==> src/sv/ott_pkg.sv <==
package ott_pkg;

  // Width of the internal byte position and token start registers.
  localparam int OFFSET_BITS = 32;

  // Most tokens that a single byte can cause.
  localparam int MAX_RESULTS = 3;
  localparam int COUNT_BITS  = $clog2(MAX_RESULTS + 1);

  // Token kinds as delivered on the output channel.
  typedef enum logic [2:0] {
    KIND_END   = 3'd0,
    KIND_SLASH = 3'd1,
    KIND_WORD  = 3'd2,
    KIND_INT   = 3'd3,
    KIND_REAL  = 3'd4,
    KIND_STOP  = 3'd5
  } kind_t;

  // One byte of the input stream.
  typedef struct packed {
    logic [7:0] text_byte;
    logic       stream_end;
  } in_item_t;

  // One token on the output channel.
  typedef struct packed {
    kind_t       token_kind;
    logic [31:0] token_offset;
    logic [31:0] token_length;
    logic        last_result;
  } out_item_t;

  // All tokens caused by one byte, packed from slot 0 upwards.
  typedef struct packed {
    logic [COUNT_BITS-1:0]        count;
    out_item_t [MAX_RESULTS-1:0]  slot;
  } bundle_t;

  // Status of the output stage as seen by the input side.
  typedef struct packed {
    logic                  full;
    logic [COUNT_BITS-1:0] pending;
  } ser_status_t;

endpackage

==> src/sv/obj_text_tokenizer.sv <==
// Streaming OBJ-style text tokenizer. One byte is accepted per cycle on the
// byte channel while byte_stall is low, and its tokens appear on the token
// channel from the next cycle on. A byte causes zero to three tokens (slash,
// word, integer, real, stop, end), and the last token of each byte carries
// last_result. The single result register releases one token per cycle unless
// token_stall holds it; the next byte is taken in the cycle that the final
// token of the previous one leaves, and bytes causing at most one token stream
// at one per cycle unless stalled. After a stop token the rest of the stream
// yields nothing; a byte flagged stream_end restarts offsets at zero.
module obj_text_tokenizer (
  input  logic               clk,
  input  logic               rst,
  input  logic               byte_valid,
  output logic               byte_stall,
  input  ott_pkg::in_item_t  byte_data,
  output logic               token_valid,
  input  logic               token_stall,
  output ott_pkg::out_item_t token_data
);
  import ott_pkg::*;

  bundle_t     bundle;
  ser_status_t status;
  logic        load;

  assign byte_stall = status.full;
  assign load       = byte_valid && !byte_stall;

  // Phase tracking and token generation.
  ott_scan u_scan (
    .clk    (clk),
    .rst    (rst),
    .load   (load),
    .item   (byte_data),
    .bundle (bundle)
  );

  // Result register and token sequencing.
  ott_serial u_serial (
    .clk         (clk),
    .rst         (rst),
    .load        (load),
    .bundle      (bundle),
    .token_stall (token_stall),
    .token_valid (token_valid),
    .token_data  (token_data),
    .status      (status)
  );

  // A byte is only taken when at most one earlier token is still waiting.
  a_accept_room: assert property (@(posedge clk) disable iff (rst)
    load |-> (status.pending <= COUNT_BITS'(1)))
    else $error("byte accepted while several tokens were still waiting");

  // Tokens of one byte follow without a gap in token_valid until the one marked last.
  a_burst_continues: assert property (@(posedge clk) disable iff (rst)
    (token_valid && !token_stall && !token_data.last_result) |=> token_valid)
    else $error("token burst broken before its last transaction");

  // End and stop tokens carry no text.
  a_empty_marks: assert property (@(posedge clk) disable iff (rst)
    (token_valid && (token_data.token_kind == KIND_END || token_data.token_kind == KIND_STOP))
      |-> (token_data.token_length == 32'd0))
    else $error("end or stop token with non-zero length");

endmodule

==> src/sv/ott_scan.sv <==
module ott_scan (
  input  logic             clk,
  input  logic             rst,
  input  logic             load,
  input  ott_pkg::in_item_t item,
  output ott_pkg::bundle_t  bundle
);
  import ott_pkg::*;

  typedef enum logic [2:0] {
    PH_BETWEEN = 3'd0,
    PH_COMMENT = 3'd1,
    PH_WORD    = 3'd2,
    PH_NUMBER  = 3'd3,
    PH_STOPPED = 3'd4
  } phase_t;

  localparam logic [7:0] CH_HASH  = 8'h23;
  localparam logic [7:0] CH_NL    = 8'h0A;
  localparam logic [7:0] CH_SLASH = 8'h2F;
  localparam logic [7:0] CH_MINUS = 8'h2D;
  localparam logic [7:0] CH_DOT   = 8'h2E;

  localparam logic [OFFSET_BITS-1:0] POS_MAX = '1;

  function automatic logic is_white(input logic [7:0] b);
    return (b == 8'h20) || (b >= 8'h09 && b <= 8'h0D);
  endfunction

  function automatic logic is_alpha(input logic [7:0] b);
    return (b >= 8'h61 && b <= 8'h7A) || (b >= 8'h41 && b <= 8'h5A);
  endfunction

  function automatic logic is_digit(input logic [7:0] b);
    return b >= 8'h30 && b <= 8'h39;
  endfunction

  // Cut a position or length to the 32 bits of the output fields.
  function automatic logic [31:0] to_out(input logic [OFFSET_BITS:0] v);
    logic [64:0] w;
    w = 65'(v);
    return w[31:0];
  endfunction

  function automatic out_item_t make(input kind_t k, input logic [OFFSET_BITS:0] off,
                                     input logic [OFFSET_BITS:0] len);
    out_item_t r;
    r.token_kind   = k;
    r.token_offset = to_out(off);
    r.token_length = to_out(len);
    r.last_result  = 1'b0;
    return r;
  endfunction

  phase_t                 phase, phase_next;
  logic                   saw_dot, saw_dot_next;
  logic [OFFSET_BITS-1:0] byte_position, byte_position_next;
  logic [OFFSET_BITS-1:0] token_begin, token_begin_next;

  logic [OFFSET_BITS-1:0] pos_inc;
  logic [OFFSET_BITS:0]   run_len;
  logic [OFFSET_BITS:0]   flush_len;
  logic                   between;
  logic [COUNT_BITS-1:0]  n;
  logic [7:0]             b;
  bundle_t                bnd;

  assign b       = item.text_byte;
  assign pos_inc = (byte_position == POS_MAX) ? byte_position : byte_position + 1'b1;
  assign run_len = {1'b0, byte_position} - {1'b0, token_begin};

  // Phase update and token generation for the current byte.
  always_comb begin
    phase_next         = phase;
    saw_dot_next       = saw_dot;
    token_begin_next   = token_begin;
    byte_position_next = pos_inc;
    between            = 1'b0;
    n                  = '0;
    bnd                = '0;
    flush_len          = '0;

    // Continue or close the token in progress.
    case (phase)
      PH_STOPPED: begin
      end
      PH_COMMENT: begin
        if (b == CH_NL) phase_next = PH_BETWEEN;
      end
      PH_WORD: begin
        if (!is_alpha(b)) begin
          bnd.slot[n] = make(KIND_WORD, {1'b0, token_begin}, run_len);
          n = n + 1'b1;
          phase_next = PH_BETWEEN;
          between = 1'b1;
        end
      end
      PH_NUMBER: begin
        if (is_white(b) || b == CH_SLASH) begin
          bnd.slot[n] = make(saw_dot ? KIND_REAL : KIND_INT, {1'b0, token_begin}, run_len);
          n = n + 1'b1;
          phase_next = PH_BETWEEN;
          between = 1'b1;
        end else if (b == CH_DOT) begin
          saw_dot_next = 1'b1;
        end
      end
      default: begin
        phase_next = PH_BETWEEN;
        between = 1'b1;
      end
    endcase

    // The byte seen as if it came between tokens.
    if (between) begin
      if (is_white(b)) begin
      end else if (b == CH_HASH) begin
        phase_next = PH_COMMENT;
      end else if (b == CH_SLASH) begin
        bnd.slot[n] = make(KIND_SLASH, {1'b0, byte_position}, (OFFSET_BITS+1)'(1));
        n = n + 1'b1;
      end else if (is_alpha(b)) begin
        phase_next = PH_WORD;
        token_begin_next = byte_position;
      end else if (is_digit(b) || b == CH_MINUS) begin
        phase_next = PH_NUMBER;
        token_begin_next = byte_position;
        saw_dot_next = 1'b0;
      end else begin
        bnd.slot[n] = make(KIND_STOP, {1'b0, byte_position}, '0);
        n = n + 1'b1;
        phase_next = PH_STOPPED;
      end
    end

    // End of stream: flush the pending token, add the end token and restart.
    if (item.stream_end) begin
      flush_len = ({1'b0, byte_position} - {1'b0, token_begin_next}) + 1'b1;
      if (phase_next == PH_WORD) begin
        bnd.slot[n] = make(KIND_WORD, {1'b0, token_begin_next}, flush_len);
        n = n + 1'b1;
      end else if (phase_next == PH_NUMBER) begin
        bnd.slot[n] = make(saw_dot_next ? KIND_REAL : KIND_INT, {1'b0, token_begin_next},
                           flush_len);
        n = n + 1'b1;
      end
      if (phase_next != PH_STOPPED) begin
        bnd.slot[n] = make(KIND_END, {1'b0, pos_inc}, '0);
        n = n + 1'b1;
      end
      phase_next         = PH_BETWEEN;
      saw_dot_next       = 1'b0;
      byte_position_next = '0;
      token_begin_next   = '0;
    end

    // Mark the final token of this byte.
    for (int i = 0; i < MAX_RESULTS; i++) begin
      bnd.slot[i].last_result = (n == COUNT_BITS'(i + 1));
    end
    bnd.count = n;
  end

  assign bundle = bnd;

  // Scanner state, advanced once per accepted byte.
  always_ff @(posedge clk) begin
    if (rst) begin
      phase         <= PH_BETWEEN;
      saw_dot       <= 1'b0;
      byte_position <= '0;
      token_begin   <= '0;
    end else if (load) begin
      phase         <= phase_next;
      saw_dot       <= saw_dot_next;
      byte_position <= byte_position_next;
      token_begin   <= token_begin_next;
    end
  end

endmodule

==> src/sv/ott_serial.sv <==
module ott_serial (
  input  logic                 clk,
  input  logic                 rst,
  input  logic                 load,
  input  ott_pkg::bundle_t     bundle,
  input  logic                 token_stall,
  output logic                 token_valid,
  output ott_pkg::out_item_t   token_data,
  output ott_pkg::ser_status_t status
);
  import ott_pkg::*;

  logic [COUNT_BITS-1:0]       count;
  out_item_t [MAX_RESULTS-1:0] slot;
  logic                        take;

  assign token_valid = (count != '0);
  assign token_data  = slot[0];
  assign take        = token_valid && !token_stall;

  // A new bundle may enter once at most the last waiting token leaves this cycle.
  assign status.full    = (count > COUNT_BITS'(1)) || ((count == COUNT_BITS'(1)) && token_stall);
  assign status.pending = count;

  // Result register: loaded with a whole bundle, shifted down as tokens leave.
  always_ff @(posedge clk) begin
    if (rst) begin
      count <= '0;
    end else if (load) begin
      count <= bundle.count;
    end else if (take) begin
      count <= count - 1'b1;
    end
  end

  always_ff @(posedge clk) begin
    if (load) begin
      slot <= bundle.slot;
    end else if (take) begin
      for (int i = 0; i < MAX_RESULTS - 1; i++) begin
        slot[i] <= slot[i + 1];
      end
    end
  end

endmodule
==> config.mk <==
export PLATFORM = sky130hd
export DESIGN_NAME = obj_text_tokenizer
export DESIGN_NICKNAME = d
export VERILOG_FILES = /design/src/sv/ott_pkg.sv /design/src/sv/obj_text_tokenizer.sv /design/src/sv/ott_scan.sv /design/src/sv/ott_serial.sv
export SDC_FILE = /design/constraint.sdc
export NUM_CORES = 1
export LEC_CHECK = 0
export BUFFER_PORTS_ARGS = -buffer_cell sky130_fd_sc_hd__buf_4
export CORE_ASPECT_RATIO = 1.4
export CORE_MARGIN = 3
export CORE_UTILIZATION = 57
export DETAILED_ROUTE_END_ITERATION = 6
export PLACE_DENSITY = 0.84
export SYNTH_ARGS = -nofsm -noshare
export SYNTH_HDL_FRONTEND = slang
export SYNTH_HIERARCHICAL = 1
export SYNTH_SLANG_ARGS = --single-unit
==> constraint.sdc <==
create_clock -name clk -period 5.7 [get_ports clk]
set_input_delay 1.14 -clock clk [delete_from_list [all_inputs] [get_ports clk]]
set_output_delay 1.14 -clock clk [all_outputs]
set_load 0.01 [all_outputs]
# [Word-level counts from Yosys, hierarchy flattened]
# Index checks and enable logic that the tools add are counted.
[word_totals] inputBits=13 out_inout_bits=70 regBits=274 elab_cells=156
[classes] n_reduce_logical=20 mux=78 eq_ne=18 n_addsub=8 order_cmp=15
[op_table] cell="$mux W204" n=11
[op_table] cell="$bwmux W204" n=5
[op_table] cell="$demux W68 S2" n=3
[op_table] cell="$mux W32" n=9
[op_table] cell="$mux W136" n=2
[op_table] cell="$mux W68" n=4
[op_table] cell="$pmux W68 S2" n=1
[op_table] cell="$mux W67" n=1
[op_table] cell="$add A32 B1 Y32 const B" n=2
[op_table] cell="$sub A32 B32 Y32" n=2
[op_table] cell="$eq A8 B6 Y1 const B" n=5
[op_table] cell="$mux W3" n=12
[op_table] cell="$eq A32 B32 Y1 const B" n=1
[op_table] cell="$mux W2" n=13
[op_table] cell="$ge A8 B7 Y1 const B" n=2
[op_table] cell="$le A8 B7 Y1 const B" n=2
[op_table] cell="$mux W1" n=14
[op_table] cell="$eq A3 B2 Y1 const B" n=4
[op_table] cell="$pmux W3 S4" n=1
[op_table] cell="$logic_and A1 B1 Y1" n=10
[op_table] cell="$lt A2 B3 Y1 const B" n=3
[op_table] cell="$eq A8 B4 Y1 const B" n=1
[op_table] cell="$ge A8 B4 Y1 const B" n=1
[op_table] cell="$ge A8 B6 Y1 const B" n=1
[op_table] cell="17 further kinds" n=29

# [Longest topological paths before layout]
# Gate-level depths: netlist (run 1).
[depth] ltp_word=25 mapped_depth=24 ltp_nobuf=22

# [Cells and area by module]
# The synthesis (run 1) kept the hierarchy.
[modules_own_cells] mod="ott_scan" seq_area_each_um2=1361.3 area_each_um2=10689.0 cells_per_inst=1613 instances=1
[modules_own_cells] mod="ott_serial" seq_area_each_um2=6165.9 area_each_um2=8398.1 cells_per_inst=444 instances=1
[modules_own_cells] mod="obj_text_tokenizer" seq_area_each_um2=0.0 area_each_um2=13.8 cells_per_inst=1 instances=1

# [Least setup slack after synthesis (run 1)]
# OpenSTA, ideal clock, no wires.
[synth_timing] kind="in2reg" from="input byte_data[2] in the netlist's numbering" to="register u_serial.slot, in the netlist u_serial/token_data[32], data pin" cell_stages=20 required_time_ns=5.440 slack_ns=-0.359 t_arrival_ns=5.799 n_path_buf=2 path_cell_list="clkbuf_1 and4b_1 mux2i_1 or2_2 a21oi_1 o21ai_2 buf_2 mux2i_1 ha_1 ha_1 a211o_1 a221oi_1 o21ai_0 or3b_2 o21ai_1 o2111ai_1 a21oi_1 xnor2_1 o211ai_1 mux2_2"
[synth_lines] element="start: declaration" line="obj_text_tokenizer.sv:15" text="input ott_pkg::in_item_t byte_data,"
[synth_lines] element="end signal: assignment" line="ott_serial.sv:38" text="slot <= bundle.slot;"
[synth_lines] element="end signal: indexed assignment" line="ott_serial.sv:41" text="slot[i] <= slot[i + 1];"
[synth_lines] element="end: declaration" line="ott_serial.sv:14" text="out_item_t [MAX_RESULTS-1:0] slot;"

==> results of run 1 <==
[synthesized netlist by cell type, types with 7 or more instances]
| cell | number |
|---|---|
| buf_1 | 9 |
| nor3_1 | 44 |
| nor2_1 | 283 |
| a21o_1 | 27 |
| nand2b_1 | 12 |
| a211oi_1 | 8 |
| o211ai_1 | 16 |
| a221oi_1 | 12 |
| or3_1 | 9 |
| nor2b_1 | 27 |
| nand4_1 | 16 |
| o221ai_1 | 10 |
| edfxtp_1 | 204 |
| o21bai_1 | 9 |
| xor2_1 | 58 |
| o21a_1 | 25 |
| xnor2_1 | 45 |
| buf_2 | 43 |
| mux2i_1 | 32 |
| o22ai_1 | 32 |
| o21ai_1 | 8 |
| dfxtp_1 | 70 |
| and3_1 | 24 |
| nand2_1 | 131 |
| mux2_2 | 137 |
| and2_1 | 19 |
| inv_1 | 71 |
| clkbuf_1 | 79 |
| buf_4 | 71 |
| a31oi_1 | 7 |
| or2_2 | 8 |
| nand3_1 | 45 |
| a21oi_1 | 146 |
| o32ai_1 | 7 |
| ha_1 | 88 |
| a221o_1 | 15 |
| a22oi_1 | 31 |
| o21ai_0 | 87 |
[per-stage QoR]
stage / total power [W] / instances / hold slack (ns) / instance area [um2] / utilization (%)
2_1_floorplan: 0.003288 / 2058 / 0.5008 / 19220 / -
3_3_place_gp: 0.003543 / 2540 / 0.5139 / 20670 / 63.21
3_5_place_dp: 0.003574 / 2540 / 0.5300 / 20670 / 63.21
4_1_cts: 0.005424 / 2594 / 0.5354 / 21590 / 66.02
5_1_grt: 0.005585 / 2594 / 0.5564 / 21590 / 66.04
6_report: 0.005397 / 2594 / 0.5355 / 21590 / 66.04
[flip-flops by register name, indices dropped and copies added, names as in the netlist]
name / flops
u_scan/byte_position: 32
u_scan/phase: 3
u_scan/saw_dot: 1
u_scan/token_begin: 32
u_serial/count: 2
u_serial/slot: 136
u_serial/token_data: 68
[worst paths after layout]
check | start | slack [ns] | to | cells past startpoint
setup reg to reg | u_scan/phase[0]$_SDFFE_PP0P_ | 0.76 | u_serial/token_data[22]$_DFFE_PP_ | 18
hold reg to reg | u_serial/slot[83]$_DFFE_PP_ | 0.54 | u_serial/token_data[15]$_DFFE_PP_ | 1
setup / recovery | byte_data[3] | 0.36 | u_serial/token_data[22]$_DFFE_PP_ | 21
hold / removal | u_serial/slot[83]$_DFFE_PP_ | 0.54 | u_serial/token_data[15]$_DFFE_PP_ | 1
[power by group]
part | switching, W | internal (W)
clock | 0.000827 | 0.00103
sequential | 0.0000697 | 0.00247
combinational | 0.000584 | 0.000420
total | 0.00148 | 0.00392
[final cells by class]
type                    count  share of cell area, %
clock buffers              37                  3.645
well taps                 440                  2.550
multi-input cells        1506                  47.70
repair buffers            247                  9.360
clock inverters            17                 0.6085
inverters                  73                  1.269
flip-flops and latches    274                  34.87
[layer usage]
| metal | track usage, % | vias to the layer above | share of wire [%] |
|---|---|---|---|
| li1 | - | 7539 | - |
| met1 | 36.91 | 7716 | 37 |
| met2 | 50.65 | 828 | 48 |
| met3 | 3.543 | 233 | 8.4 |
| met4 | 16.83 | 0 | 6.4 |
| met5 | 0 | - | 0 |
[worst max-delay path, delay by kind of cell]
kind / cells / cell delay (ns)
compound gates: 10 / 1.84
fa+ha+maj: 3 / 0.93
simple gates: 3 / 0.85
mux: 2 / 0.48
xor+xnor: 1 / 0.26
buf+inv: 2 / 0.16
[logic make-up after synthesis]
| family | Yosys count | share of synthesized area, % |
|---|---|---|
| AND/OR/NAND/NOR | 647 | 15.66 |
| buffers and inverters | 278 | 7.258 |
| AO/OA/AOI/OAI | 496 | 17.15 |
| XOR/XNOR | 103 | 4.723 |
| flip-flops | 274 | 39.41 |
| multiplexers | 170 | 9.832 |
| adder cells (fa/ha/maj) | 90 | 5.974 |
==> results.toml, run 1 <==
[routing]
viasPerCell = 6.290
wirelength_um = 54740
initialDrtViolationCount = 1731
wl_per_cell_um = 21.10
ant_nets = 0
dr.pass1.iters = 6
vias = 16316
drc = 0

[cells_and_area]
final_cell_mix = "nor2_1, buf_4, edfxtp_1"
multi_input_area_um2 = 10300
syn_to_final_growth_pct = 13.03
drive_gt1_share_pct = 21.82
layout_commonest_cell = "nor2_1"
register_area_um2 = 7527
diodes = 0
n_fill_cell = 2597
num-nets-final = 2234

[sta]
setup_violations = 0
tns_ns = 0
post-route-period-util_pct = 93.70
hold_viol = 0
max_freq_ghz = 0.1872
relSlewSlack_pct = 23.42
rsz0062_at_grt = "false"
clock_skew_ns = 0.02718
layout_setup_ws_ns = 0.3592
drv_slew = 0
finalCriticalPeriod_ns = 5.341
worstMarginPinSlew_ns = 1.140

[synth]
synth_top_area_cell = "edfxtp_1"
ys_ff_latch = 274
ys.warnings.count = 6
yosysTopAreaCellShare_pct = 32.07
synthFlopType = "edfxtp_1"
synth.avg_cell_area_um2 = 9.281
ys_top_cells_by_area = "edfxtp_1, mux2_2, dfxtp_1, ha_1, nor2_1"
synth_edf_count = 204
synthArstFlopShare_pct = 0
ys_types = 89
netlist_instances = 2058
netlist_area_um2 = 19100
yosysSeqAreaShare_pct = 39.41
syn_nets = 2161

[grt]
grt_pass1_wl_um = 85970
grt.total_usage_pct = 29.89
grt_pass1_vias = 16013
grt_max_degree = 82
antenna_found_initial = 0
overflow = 0

[setup_path]
crit_type = "input pin to flop"
required_ns = 6.04
crit_chain = "buf_4, or4_4, o22ai_4, or2_4, a21oi_1, o21a_1, mux2i_4, ha_1, inv_1, ha_1, fa_2, a211oi_1, o21bai_1, a21oi_1, nand2b_1, o21bai_1, a41o_1, o41ai_2, xor2_1, o22ai_1, mux2_2"
slowest_delay_ns = 0.55
crit_slowest_cell = "or4_4"
critPathLaunchType = "input pin"
cp_max_fo = 5
cp_data_arrival_time_ns = 5.68
critPathCaptureType = "flop"

[cts]
cts-root-buf = "clkbuf_16"
clock_sinks = 274
ctsHoldBuffers = 0
htreeDepth = 1
clkLatencyLatePin_ns = 0.59
cts.repair.resized = 0
clk_transition_reported_paths_ns = 0.06
cts_tree = "built"
post-cts-setup-buffer-count = 0
cts_inserted_buffers = 29
clockBufferDepth = 3

[run_status]
run_status = "completed"

[placed_design]
portBuffers = 82
gp_congestion = 0.9518
hpwl_um = 38960
dp_worst_setup_slack_ns = -0.2209

[floorplan]
fp-row-count = 78
die_h_um = 222.6
start_util_pct = 58.42
die-area_um2 = 35770
die_w_um = 160.7
core_area_um2 = 32690
ioPinCount = 83

[pwr]
power_density_nw_per_um2 = 250.0
ir_worst_vdd_v = 0.0002420
leakage_nw = 8.638

[hold_path]
min_path_type = "flop to flop"

[job]
maxCapViolations = 0
Note: power is estimated with default switching activity, not from simulation.
==> run 2, diff against run 1 <==
CORE_UTILIZATION = 30   (was 57)
PLACE_DENSITY = 0.52   (was 0.84)
REMOVE_ABC_BUFFERS = 1   (was unset)
==> run 2 against run 1 <==
Count of clock-buffer cells in the layout did not move; fmax down 2.9%; first-iteration DRC count down 32%; non-clock buffer count increased by 30; sequential power hardly changed; largest power group unchanged; combinational power increased by 6%; design area is 3.8% higher; via count shrank 1.8%; worst setup slack lost 0.16 ns; register-to-register slack got worse by 0.35 ns; critical path depth unchanged; clock skew is 0.011 ns lower.
==> results.toml, run 2 (synthesis results as in run 1) <==
[cells_and_area]
final_area_um2 = 22400
final_cell_mix = "nor2_1, buf_4, edfxtp_1"
post-route-util_pct = 35.81
n_fill_cell = 6351
register_area_um2 = 7527
multi_input_area_um2 = 10310
largest_reg_flops = 136
drive_gt1_share_pct = 23.23
regMostFlops = "u_serial/slot"
num-nets-final = 2266
layout_commonest_cell = "nor2_1"
diodes = 0
syn_to_final_growth_pct = 17.28

[setup_path]
critPathCaptureType = "flop"
crit_chain = "buf_4, or4_4, o22ai_2, or2_2, a21oi_4, buf_4, o21ai_2, buf_12, nand2_1, ha_1, a21oi_1, o211ai_1, nor3b_1, o2111ai_1, nand3_1, a21oi_2, nor3_1, a311oi_1, buf_4, nor2_1, mux2_2"
required_ns = 6.03
crit_family = "compound AO/OA/AOI/OAI gates"
r2r-end = "u_serial/slot[99]$_DFFE_PP_"
slowest_delay_ns = 0.54
reg2reg_slack_ns = 0.41
cp_max_fo = 40
crit_buf_inv = 4
cp_data_arrival_time_ns = 5.83
r2r_start = "u_scan/phase[2]$_SDFFE_PP0P_"
crit_slowest_cell = "or4_4"
critPathLaunchType = "input pin"
crit_type = "input pin to flop"
crit_path_frequent_cell = "buf_4"
reg2regPathDepth = 19

[run_status]
run_status = "completed"

[hold_path]
min_path_type = "flop to flop"
hold_end = "u_scan/token_begin[1]$_SDFFE_PP0P_"
min_path_cells = 2
hold_start = "u_scan/token_begin[1]$_SDFFE_PP0P_"

[grt]
grt_max_degree = 152
grt_pass1_vias = 16016
grt_pass1_wl_um = 95960
antenna_found_initial = 0
grt.total_usage_pct = 18.43
overflow = 0

[placed_design]
portBuffers = 82
hpwl_um = 43660
gp_congestion = 0.8866
dp_worst_setup_slack_ns = -0.6636
placement.cell_area_um2 = 21250

[routing]
wirelength_um = 63510
viasPerCell = 5.321
ant_nets = 0
drc = 0
wl_per_cell_um = 21.09
initialDrtViolationCount = 1170
vias = 16026
dr.pass1.iters = 6

[sta]
post-route-period-util_pct = 96.51
clock_skew_ns = 0.01654
max_freq_ghz = 0.1818
finalCriticalPeriod_ns = 5.501
setup_violations = 0
relSlewSlack_pct = 34.09
tns_ns = 0
drv_slew = 0
layout_setup_ws_ns = 0.1992
hold_viol = 0
worstMarginPinSlew_ns = 0.9886

[cts]
cts_inserted_buffers = 30
clkLatencyLatePin_ns = 0.59
clk_transition_reported_paths_ns = 0.06
htreeDepth = 1
cts-root-buf = "clkbuf_16"
clock_sinks = 274
cts_tree = "built"
ctsHoldBuffers = 0
clockBufferDepth = 3

[pwr]
leakage_nw = 8.831
ir_worst_vdd_v = 0.0002073
power_w = 0.005569
power_density_nw_per_um2 = 248.6

[floorplan]
ioPinCount = 83
core_area_um2 = 62570
die_h_um = 304.6
start_util_pct = 30.53
die_w_um = 219.3
die-area_um2 = 66780
fp-row-count = 108

[job]
maxCapViolations = 0
[run 2: cell types whose count changed in the layout (fill, tap and decap cells not counted), sizes merged]
cell | previous run | this run
bufinv | 1 | 2
clkinv | 10 | 12
o21ai | 96 | 97
inv | 76 | 73
buf | 247 | 277
clkinvlp | 3 | 5
[run 2: final cells by class]
type                    count  area share (%)
clock inverters            19          0.6982
clock buffers              37           3.608
inverters                  73           1.223
multi-input cells        1507           46.03
repair buffers            277           10.23
flip-flops and latches    274           33.60
well taps                 825           4.608
[run 2: layer usage]
layer,vias to the layer above,wire (um),GRT usage (%)
li1,7601,-,-
met1,7739,26180,22.72
met2,527,30970,32.05
met3,159,3265,2.123
met4,0,3094,8.370
met5,-,0,0
[run 2: through the flow]
stage,std cells,hold slack [ns]
2_1_floorplan,1853,0.5008
3_3_place_gp,2947,0.5198
3_5_place_dp,2947,0.5289
4_1_cts,3003,0.5434
5_1_grt,3012,0.5593
6_report,3012,0.5355
[run 2: worst max path at each step]
stage | endpoint | cells past startpoint | slack (ns) | startpoint
after global routing | u_serial/token_data[22]$_DFFE_PP_ | 22 | -0.02 | byte_data[3]
after detailed placement | u_serial/slot[99]$_DFFE_PP_ | 20 | -0.66 | byte_data[3]
final | u_serial/slot[99]$_DFFE_PP_ | 21 | 0.20 | byte_data[3]
after CTS | u_serial/token_data[22]$_DFFE_PP_ | 22 | 0.05 | byte_data[2]
after floorplan | u_scan/byte_position[0]$_SDFFE_PP0P_ | 7 | -2.36 | token_stall
after global placement | u_serial/slot[99]$_DFFE_PP_ | 20 | -0.55 | byte_data[3]
[run 2: worst min-delay path: cells and delay by family, from the launching register on]
kind,cells,cell delay (ns)
and+or+nand+nor,1,0.07
DFF,1,0.34
AOI/OAI and AO/OA,1,0.09
[run 2: power breakdown]
| part | leakage (nW) | internal (W) | total [W] | switching (W) |
|---|---|---|---|---|
| Sequential | 2.64 | 0.00247 | 0.00254 | 0.0000698 |
| Clock | 0.462 | 0.00110 | 0.00197 | 0.000875 |
| Combinational | 5.73 | 0.000435 | 0.00106 | 0.000625 |
| Total | 8.83 | 0.00400 | 0.00557 | 0.00157 |
[run 2: what timing repair did]
action / 4_1_cts / 5_1_grt
endpoints found under the setup margin: 2 / 17
gates cloned: 0 / 1
resized for setup: 3 / 19
pin swaps: 0 / 7
setup buffers: 0 / 8
